File: config.mk
export PLATFORM = sky130hd
export DESIGN_NAME = literal_list_kway_merge_resolve
export DESIGN_NICKNAME = d
export VERILOG_FILES = /design/src/rtl/llkm_pkg.sv /design/src/rtl/literal_list_kway_merge_resolve.sv /design/src/rtl/llkm_front.sv /design/src/rtl/llkm_back.sv
export SDC_FILE = /design/constraint.sdc
export NUM_CORES = 2
export LEC_CHECK = 0
export BUFFER_PORTS_ARGS = -buffer_cell sky130_fd_sc_hd__buf_2
export CAP_MARGIN = 20
export CORE_MARGIN = 2
export CORE_UTILIZATION = 26
export DETAILED_ROUTE_END_ITERATION = 8
export PLACE_DENSITY_LB_ADDON = 0.1
export SYNTH_ARGS = -nofsm -noshare
export SYNTH_HDL_FRONTEND = slang
export SYNTH_HIERARCHICAL = 1
export SYNTH_SLANG_ARGS = --single-unit
File: constraint.sdc
create_clock -name clk -period 18.1 [get_ports clk]
set_input_delay 0.905 -clock clk [delete_from_list [all_inputs] [get_ports clk]]
set_output_delay 0.905 -clock clk [all_outputs]
set_load 0.005 [all_outputs]
File: src/rtl/llkm_pkg.sv
// shared types, constants and helpers for the literal list k-way merge block
package llkm_pkg;

    localparam int LIT_W      = 32;
    localparam int NUM_LANES  = 4;
    localparam int LANE_DEPTH = 16;
    localparam int LANE_W     = (NUM_LANES > 1) ? $clog2(NUM_LANES) : 1;
    localparam int CNT_W      = $clog2(LANE_DEPTH + 1);
    localparam int IDX_W      = (LANE_DEPTH > 1) ? $clog2(LANE_DEPTH) : 1;
    localparam int SEL_W      = 2;
    localparam int QDEPTH     = 4;
    localparam int QPTR_W     = $clog2(QDEPTH);
    localparam int QCNT_W     = $clog2(QDEPTH + 1);

    // item kinds carried in the low tuser bit
    localparam logic MODE_LOAD = 1'b0;
    localparam logic MODE_RUN  = 1'b1;

    // one classified item waiting for the back end
    typedef struct packed {
        logic               is_run;
        logic [SEL_W-1:0]   lane;
        logic [LIT_W-1:0]   literal;
    } cmd_t;

    // magnitude as unsigned, so the most negative value maps to 2^31
    function automatic logic [LIT_W-1:0] lit_mag(input logic [LIT_W-1:0] v);
        lit_mag = v[LIT_W-1] ? (~v + 1'b1) : v;
    endfunction

endpackage

File: src/rtl/literal_list_kway_merge_resolve.sv
// top level of the literal list k-way merge with duplicate removal
//
//  channel  | dir | payload                                             | transfer
//  ---------+-----+-----------------------------------------------------+------------------
//  s_axis   | in  | tdata: literal; tuser: mode, lane[1:0]              | tvalid & tready
//  m_axis   | out | tdata: merged_literal; tlast: last;                 | tvalid & tready
//           |     | tuser: conflict, empty_res, overflow                |
//
//  loads stream at one per cycle while no run is in progress; a run leaves the queue,
//  then takes or drops the smallest head at each step and ends with a closing step, plus a
//  step to flush the held literal when a conflict ends it; results are registered
//  rst_n is asynchronous and active low; it empties the queue and all lanes
//  a stalled m_axis freezes the merge; the four entry queue keeps taking
//  s_axis transactions until it fills
//
module literal_list_kway_merge_resolve
    import llkm_pkg::*;
(
    input  logic             clk,
    input  logic             rst_n,
    input  logic             s_axis_tvalid,
    output logic             s_axis_tready,
    input  logic [LIT_W-1:0] s_axis_tdata,   // literal
    input  logic [2:0]       s_axis_tuser,   // mode, lane[1:0]
    output logic             m_axis_tvalid,
    input  logic             m_axis_tready,
    output logic [LIT_W-1:0] m_axis_tdata,   // merged_literal
    output logic             m_axis_tlast,   // last
    output logic [2:0]       m_axis_tuser    // conflict, empty_res, overflow
);

    // command queue between the classifying front and the merge engine
    logic q_valid;
    cmd_t q_cmd;
    logic q_pop;

    llkm_front u_front (
        .clk           (clk),
        .rst_n         (rst_n),
        .s_axis_tvalid (s_axis_tvalid),
        .s_axis_tready (s_axis_tready),
        .s_axis_tdata  (s_axis_tdata),
        .s_axis_tuser  (s_axis_tuser),
        .q_valid       (q_valid),
        .q_cmd         (q_cmd),
        .q_pop         (q_pop)
    );

    // lane stores, head pick, one-deep hold for the last flag, result register
    llkm_back u_back (
        .clk           (clk),
        .rst_n         (rst_n),
        .q_valid       (q_valid),
        .q_cmd         (q_cmd),
        .q_pop         (q_pop),
        .m_axis_tvalid (m_axis_tvalid),
        .m_axis_tready (m_axis_tready),
        .m_axis_tdata  (m_axis_tdata),
        .m_axis_tlast  (m_axis_tlast),
        .m_axis_tuser  (m_axis_tuser)
    );

endmodule

File: src/rtl/llkm_front.sv
// front end: accepts and classifies input transactions into a short command queue
module llkm_front
    import llkm_pkg::*;
(
    input  logic             clk,
    input  logic             rst_n,
    input  logic             s_axis_tvalid,
    output logic             s_axis_tready,
    input  logic [LIT_W-1:0] s_axis_tdata,   // literal
    input  logic [2:0]       s_axis_tuser,   // mode, lane[1:0]
    output logic             q_valid,
    output cmd_t             q_cmd,
    input  logic             q_pop
);

    cmd_t              fifo_mem [QDEPTH];
    logic [QPTR_W-1:0] wr_ptr_reg, wr_ptr_next;
    logic [QPTR_W-1:0] rd_ptr_reg, rd_ptr_next;
    logic [QCNT_W-1:0] cnt_reg, cnt_next;
    logic              push;
    cmd_t              in_cmd;

    always_comb
    begin
        in_cmd.is_run  = (s_axis_tuser[0] == MODE_RUN);
        in_cmd.lane    = s_axis_tuser[2:1];
        in_cmd.literal = s_axis_tdata;
    end

    assign s_axis_tready = (cnt_reg != QCNT_W'(QDEPTH));
    assign push          = s_axis_tvalid && s_axis_tready;
    assign q_valid       = (cnt_reg != '0);
    assign q_cmd         = fifo_mem[rd_ptr_reg];

    always_comb
    begin
        wr_ptr_next = push  ? wr_ptr_reg + 1'b1 : wr_ptr_reg;
        rd_ptr_next = q_pop ? rd_ptr_reg + 1'b1 : rd_ptr_reg;
        cnt_next    = cnt_reg + QCNT_W'(push) - QCNT_W'(q_pop);
    end

    always_ff @(posedge clk)
    begin
        if (push)
        begin
            fifo_mem[wr_ptr_reg] <= in_cmd;
        end
    end

    always_ff @(posedge clk or negedge rst_n)
    begin
        if (!rst_n)
        begin
            wr_ptr_reg <= '0;
            rd_ptr_reg <= '0;
            cnt_reg    <= '0;
        end
        else
        begin
            wr_ptr_reg <= wr_ptr_next;
            rd_ptr_reg <= rd_ptr_next;
            cnt_reg    <= cnt_next;
        end
    end

    a_pop_needs_data: assert property (@(posedge clk) disable iff (!rst_n)
        q_pop |-> q_valid)
        else $error("queue popped while empty");

    a_cnt_bound: assert property (@(posedge clk) disable iff (!rst_n)
        cnt_reg <= QCNT_W'(QDEPTH))
        else $error("queue count out of range");

    a_ptr_track: assert property (@(posedge clk) disable iff (!rst_n)
        (cnt_reg == '0) |-> (wr_ptr_reg == rd_ptr_reg))
        else $error("queue pointers disagree with empty count");

endmodule

File: src/rtl/llkm_back.sv
// back end: lane stores, head select merge engine and result register
module llkm_back
    import llkm_pkg::*;
(
    input  logic             clk,
    input  logic             rst_n,
    input  logic             q_valid,
    input  cmd_t             q_cmd,
    output logic             q_pop,
    output logic             m_axis_tvalid,
    input  logic             m_axis_tready,
    output logic [LIT_W-1:0] m_axis_tdata,   // merged_literal
    output logic             m_axis_tlast,
    output logic [2:0]       m_axis_tuser    // conflict, empty_res, overflow
);

    typedef enum logic {ST_IDLE, ST_RUN} state_t;

    state_t           state_reg, state_next;
    logic [CNT_W-1:0] cnt_reg [NUM_LANES];
    logic [CNT_W-1:0] cnt_next [NUM_LANES];
    logic [CNT_W-1:0] rd_reg [NUM_LANES];
    logic [CNT_W-1:0] rd_next [NUM_LANES];
    logic             ovf_seen_reg, ovf_seen_next;
    logic             ovf_run_reg, ovf_run_next;
    logic             have_last_reg, have_last_next;
    logic             pend_valid_reg, pend_valid_next;
    logic [LIT_W-1:0] last_lit_reg, last_lit_next;
    logic             out_valid_reg, out_valid_next;
    logic [LIT_W-1:0] out_lit_reg, out_lit_next;
    logic             out_last_reg, out_last_next;
    logic             out_cfl_reg, out_cfl_next;
    logic             out_emp_reg, out_emp_next;
    logic             out_ovf_reg, out_ovf_next;

    logic              wr_en;
    logic [LANE_W-1:0] wr_lane;
    logic              can_push;

    logic [LIT_W-1:0]  head_val [NUM_LANES];
    logic [LIT_W-1:0]  head_mag [NUM_LANES];
    logic              head_ok  [NUM_LANES];
    logic              found;
    logic [LANE_W-1:0] best_lane;
    logic [LIT_W-1:0]  best_val;
    logic [LIT_W-1:0]  best_mag;
    logic              is_conflict;
    logic              is_repeat;

    assign can_push = !out_valid_reg || m_axis_tready;
    assign wr_lane  = LANE_W'(q_cmd.lane);

    // one store per lane; the head is read ahead at the next read position,
    // a load into the slot being read is forwarded
    for (genvar g = 0; g < NUM_LANES; g++)
    begin : g_lane
        logic [LIT_W-1:0] lane_mem [LANE_DEPTH];
        logic [LIT_W-1:0] head_reg;
        logic             lane_wr;
        logic             lane_fwd;

        assign lane_wr  = wr_en && (wr_lane == LANE_W'(g));
        assign lane_fwd = lane_wr && (cnt_reg[g][IDX_W-1:0] == rd_next[g][IDX_W-1:0]);

        always_ff @(posedge clk)
        begin
            if (lane_wr)
            begin
                lane_mem[cnt_reg[g][IDX_W-1:0]] <= q_cmd.literal;
            end
            head_reg <= lane_fwd ? q_cmd.literal : lane_mem[rd_next[g][IDX_W-1:0]];
        end

        assign head_val[g] = head_reg;
    end

    // lane heads and smallest-magnitude pick, lowest lane wins ties
    always_comb
    begin
        for (int l = 0; l < NUM_LANES; l++)
        begin
            head_ok[l]  = rd_reg[l] < cnt_reg[l];
            head_mag[l] = lit_mag(head_val[l]);
        end
        found     = 1'b0;
        best_lane = '0;
        best_val  = '0;
        best_mag  = '0;
        for (int l = 0; l < NUM_LANES; l++)
        begin
            if (head_ok[l] && (!found || head_mag[l] < best_mag))
            begin
                found     = 1'b1;
                best_lane = LANE_W'(l);
                best_val  = head_val[l];
                best_mag  = head_mag[l];
            end
        end
        is_repeat   = have_last_reg && (best_val == last_lit_reg);
        is_conflict = have_last_reg && (best_val != last_lit_reg)
                      && ((best_val + last_lit_reg) == '0);
    end

    always_comb
    begin
        state_next      = state_reg;
        cnt_next        = cnt_reg;
        rd_next         = rd_reg;
        ovf_seen_next   = ovf_seen_reg;
        ovf_run_next    = ovf_run_reg;
        have_last_next  = have_last_reg;
        pend_valid_next = pend_valid_reg;
        last_lit_next   = last_lit_reg;
        out_valid_next  = out_valid_reg && !m_axis_tready;
        out_lit_next    = out_lit_reg;
        out_last_next   = out_last_reg;
        out_cfl_next    = out_cfl_reg;
        out_emp_next    = out_emp_reg;
        out_ovf_next    = out_ovf_reg;
        q_pop           = 1'b0;
        wr_en           = 1'b0;

        unique case (state_reg)
            ST_IDLE:
            begin
                if (q_valid)
                begin
                    q_pop = 1'b1;
                    if (q_cmd.is_run)
                    begin
                        ovf_run_next    = ovf_seen_reg;
                        ovf_seen_next   = 1'b0;
                        have_last_next  = 1'b0;
                        pend_valid_next = 1'b0;
                        state_next      = ST_RUN;
                    end
                    else if (int'(q_cmd.lane) < NUM_LANES)
                    begin
                        if (cnt_reg[wr_lane] == CNT_W'(LANE_DEPTH))
                        begin
                            ovf_seen_next = 1'b1;
                        end
                        else
                        begin
                            wr_en             = 1'b1;
                            cnt_next[wr_lane] = cnt_reg[wr_lane] + 1'b1;
                        end
                    end
                end
            end
            ST_RUN:
            begin
                if (can_push)
                begin
                    out_ovf_next = ovf_run_reg;
                    out_cfl_next = 1'b0;
                    out_emp_next = 1'b0;
                    if (!found || (is_conflict && !pend_valid_reg))
                    begin
                        // final transaction of the run
                        out_valid_next = 1'b1;
                        out_last_next  = 1'b1;
                        if (found)
                        begin
                            out_lit_next = best_val;
                            out_cfl_next = 1'b1;
                        end
                        else
                        begin
                            out_lit_next = pend_valid_reg ? last_lit_reg : '0;
                            out_emp_next = !pend_valid_reg;
                        end
                        for (int l = 0; l < NUM_LANES; l++)
                        begin
                            cnt_next[l] = '0;
                            rd_next[l]  = '0;
                        end
                        have_last_next  = 1'b0;
                        pend_valid_next = 1'b0;
                        state_next      = ST_IDLE;
                    end
                    else if (is_conflict)
                    begin
                        // flush the held literal, conflict follows next step
                        out_valid_next  = 1'b1;
                        out_last_next   = 1'b0;
                        out_lit_next    = last_lit_reg;
                        pend_valid_next = 1'b0;
                    end
                    else if (is_repeat)
                    begin
                        rd_next[best_lane] = rd_reg[best_lane] + 1'b1;
                    end
                    else
                    begin
                        if (pend_valid_reg)
                        begin
                            out_valid_next = 1'b1;
                            out_last_next  = 1'b0;
                            out_lit_next   = last_lit_reg;
                        end
                        pend_valid_next    = 1'b1;
                        have_last_next     = 1'b1;
                        last_lit_next      = best_val;
                        rd_next[best_lane] = rd_reg[best_lane] + 1'b1;
                    end
                end
            end
            default:
            begin
                state_next = ST_IDLE;
            end
        endcase
    end

    always_ff @(posedge clk or negedge rst_n)
    begin
        if (!rst_n)
        begin
            state_reg      <= ST_IDLE;
            for (int l = 0; l < NUM_LANES; l++)
            begin
                cnt_reg[l] <= '0;
                rd_reg[l]  <= '0;
            end
            ovf_seen_reg   <= 1'b0;
            ovf_run_reg    <= 1'b0;
            have_last_reg  <= 1'b0;
            pend_valid_reg <= 1'b0;
            last_lit_reg   <= '0;
            out_valid_reg  <= 1'b0;
            out_lit_reg    <= '0;
            out_last_reg   <= 1'b0;
            out_cfl_reg    <= 1'b0;
            out_emp_reg    <= 1'b0;
            out_ovf_reg    <= 1'b0;
        end
        else
        begin
            state_reg      <= state_next;
            cnt_reg        <= cnt_next;
            rd_reg         <= rd_next;
            ovf_seen_reg   <= ovf_seen_next;
            ovf_run_reg    <= ovf_run_next;
            have_last_reg  <= have_last_next;
            pend_valid_reg <= pend_valid_next;
            last_lit_reg   <= last_lit_next;
            out_valid_reg  <= out_valid_next;
            out_lit_reg    <= out_lit_next;
            out_last_reg   <= out_last_next;
            out_cfl_reg    <= out_cfl_next;
            out_emp_reg    <= out_emp_next;
            out_ovf_reg    <= out_ovf_next;
        end
    end

    assign m_axis_tvalid = out_valid_reg;
    assign m_axis_tdata  = out_lit_reg;
    assign m_axis_tlast  = out_last_reg;
    assign m_axis_tuser  = {out_ovf_reg, out_emp_reg, out_cfl_reg};

    a_pend_has_last: assert property (@(posedge clk) disable iff (!rst_n)
        pend_valid_reg |-> have_last_reg)
        else $error("held literal without a last emitted value");

    a_idle_no_pend: assert property (@(posedge clk) disable iff (!rst_n)
        (state_reg == ST_IDLE) |-> !pend_valid_reg)
        else $error("literal still held after the run ended");

    a_special_last: assert property (@(posedge clk) disable iff (!rst_n)
        (out_valid_reg && (out_emp_reg || out_cfl_reg)) |-> out_last_reg)
        else $error("empty or conflict transaction not marked last");

    a_lane0_bound: assert property (@(posedge clk) disable iff (!rst_n)
        (rd_reg[0] <= cnt_reg[0]) && (cnt_reg[0] <= CNT_W'(LANE_DEPTH)))
        else $error("lane 0 read position or count out of range");

endmodule
==> flow_summary.toml <==
[route]
drt-initial-drc-count = 5112
drtPass1Iterations = 6
via_per_inst = 4.863
drt-wirelength-per-cell_microns = 30.62
via_count = 51640
wirelength_mm = 325.1
ant_nets = 0
drcViolationCount = 0

[worst_setup_path]
path_max_fanout = 34
cp-start-kind = "flop"
cp.required_ns = 18.85
arrival_ns = 18.03
cp_slowest_stage_delay_ns = 0.66
rr_worst_depth = 61
cp_slowest_cell = "mux4_2"
critPathKind = "reg2reg"
crit_top_cell = "buf_4"
crit_family = "compound AO/OA/AOI/OAI gates"
worst-path-stages = 61
path_buf_inv = 11
endpoint_kind = "flop"

[cts]
cts_sinks = 2325
clkSlewWorstSetupHoldPaths_ns = 0.06
cts.path.max_buffers = 4
cts-root-buf = "clkbuf_16"
cts_tree = "done"
cts_hold_buf = 0
cts-htree-levels = 5
numCtsBuffers = 276
clock_latency_ns = 0.89

[cells_and_area]
largest_reg_flops = 2048
drive_above_1_share = 0.2686
fin_area_sq_mm = 0.1138
layout_commonest_cell = "edfxtp_1"
multi_input_area_sq_mm = 0.02757
layout_common_cells = "edfxtp_1, mux4_2, clkbuf_16"
layout.area.seq_sq_mm = 0.06910
final_nets = 5619
num-fill-cells = 36360
syn_to_final_growth_pct = 16.83

[grt]
antenna_found_initial = 27
grt_overflow_total = 0
grt_pass1_vias = 53190
grt_max_degree = 75
grt.total_usage = 0.1688
grt_pass1_wl_mm = 448.2

[placed_design]
place.gp.congestion = 0.8813
io_buffers = 76
place_area_sq_mm = 0.1051
dp_hpwl_mm = 191.6

[flow_run]
maxCapViolations = 0

[synth]
synth_warnings = 6
synth-edff-count = 2188
synth_top_cell_by_area = "edfxtp_1"
synth_compound_area_frac = 0.03962
synthXorXnorAreaFrac = 0.01214
synth_top_family_by_area = "multiplexers"
syn-num-nets = 5296
ys_ff_latch = 2325
synth_seq_area_share = 0.7087
ys_types = 91
yosysTopAreaCellShare = 0.6743
synth_area_sq_mm = 0.09743
synthArstFlopShare = 0.05204
synthAdderAreaFrac = 0.02006
synthCells = 5102
synthTopCellsByArea = "edfxtp_1, mux4_2, dfrtp_1"
yosys.area_share.simple = 0.04111
synth_area_per_cell_sq_um = 19.10
yosys-mux-area-fraction = 0.1639
ys.flop_type = "edfxtp_1"

[min_path]
hp-class = "in2async"

[floorplan]
die_h_microns = 616.2
die_area_sq_mm = 0.3797
die_w_microns = 616.2
io_pins = 77
num_rows = 224
core_sq_mm = 0.3728
initial_core_util = 0.2614

[status]
outcome = "completed"

[sta]
final.period_utilization = 0.9550
timing_hold_violations_final = 0
rsz0062_at_grt = "false"
skew_ns = 0.04644
relSlewSlack = 0.2291
setup_viol = 0
drv_slew = 0
hold_ws_ns = 0.07087
fin_crit_ns = 17.28
worst_slew_pin_slew_ns = 1.141
max_freq_mhz = 57.85
==> cell usage after synthesis (all sizes together) (8+ instances only) <==
cell     number
nor2        247
nor3b        14
a21oi       192
clkbuf      141
mux2i        23
xor2         64
mux2         49
xnor2        71
o2bb2ai       9
mux4        673
nor4         27
and3         55
inv          79
and2         16
nand3        59
dfrtp       121
o211ai        8
a221o        12
edfxtp     2188
a31oi        25
o21ai       137
a21o         49
ha          153
or2           9
dfxtp        16
o31ai         9
or3          15
nor3         66
buf         110
a22o         19
a211oi       27
nand2       181
o21a         23
a2111oi       9
nand4        25
nand2b       41
nor2b        26
==> metal layers <==
layer	GRT usage	wire (microns)
met2	0.2707	152200
met5	0	24
met1	0.2458	151900
met4	0.03251	6134
met3	0.02135	14910
==> cell type report <==
cell class                      instances  share of cell area
Antenna cell                           15           0.0003297
Clock buffer                          349             0.06475
Clock inverter                        136            0.009551
Inverter                               79            0.002638
Multi-Input combinational cell       2448              0.2422
Sequential cell                      2325              0.6070
Tap cell                             4972             0.05465
Timing Repair Buffer                  295             0.01888
==> what timing repair did <==
action | in CTS | in global routing
resized for setup | 7 | 26
hold endpoints to repair | 0 | 0
gates cloned | 0 | 1
pin swaps | 0 | 1
setup buffers | 4 | 4
endpoints found under the setup margin | 91 | 124
==> through the flow <==
step | utilization | instances | setup WS (ns) | TNS (ns)
6_report | 0.3054 | 10620 | 0.8152 | 0
5_1_grt | 0.3053 | 10610 | 0.03504 | 0
4_1_cts | 0.3049 | 10600 | 0.02101 | 0
3_5_place_dp | 0.2820 | 10110 | -0.4881 | -17.77
3_3_place_gp | 0.2819 | 10110 | -0.6197 | -31.65
2_1_floorplan | - | 5102 | 1.980 | 0
==> kinds of logic after synthesis <==
kind of cell,Yosys count
fa+ha+maj,155
mux,745
compound gates,595
simple gates,817
xor+xnor,135
flops,2325
buf+inv,330
==> final timing paths <==
| check | from | to | slack (ns) |
|---|---|---|---|
| max | flop | u_back/m_axis_tdata[21] | 0.82 |
| min | rst_n | u_back/m_axis_tdata[17] | 0.07 |
| max reg2reg | flop | u_back/m_axis_tdata[21] | 0.82 |
| min reg2reg | u_back/out_emp_reg | u_back/out_emp_reg | 0.49 |
| max in group asynchronous | rst_n | u_front/rd_ptr_reg[0] | 16.69 |
| min in group clk | s_axis_tdata[19] | u_front/fifo_mem[0][19] | 0.24 |
Power is not shown: default switching activity piles up to over one toggle a cycle in this logic, so the estimate is an artifact.
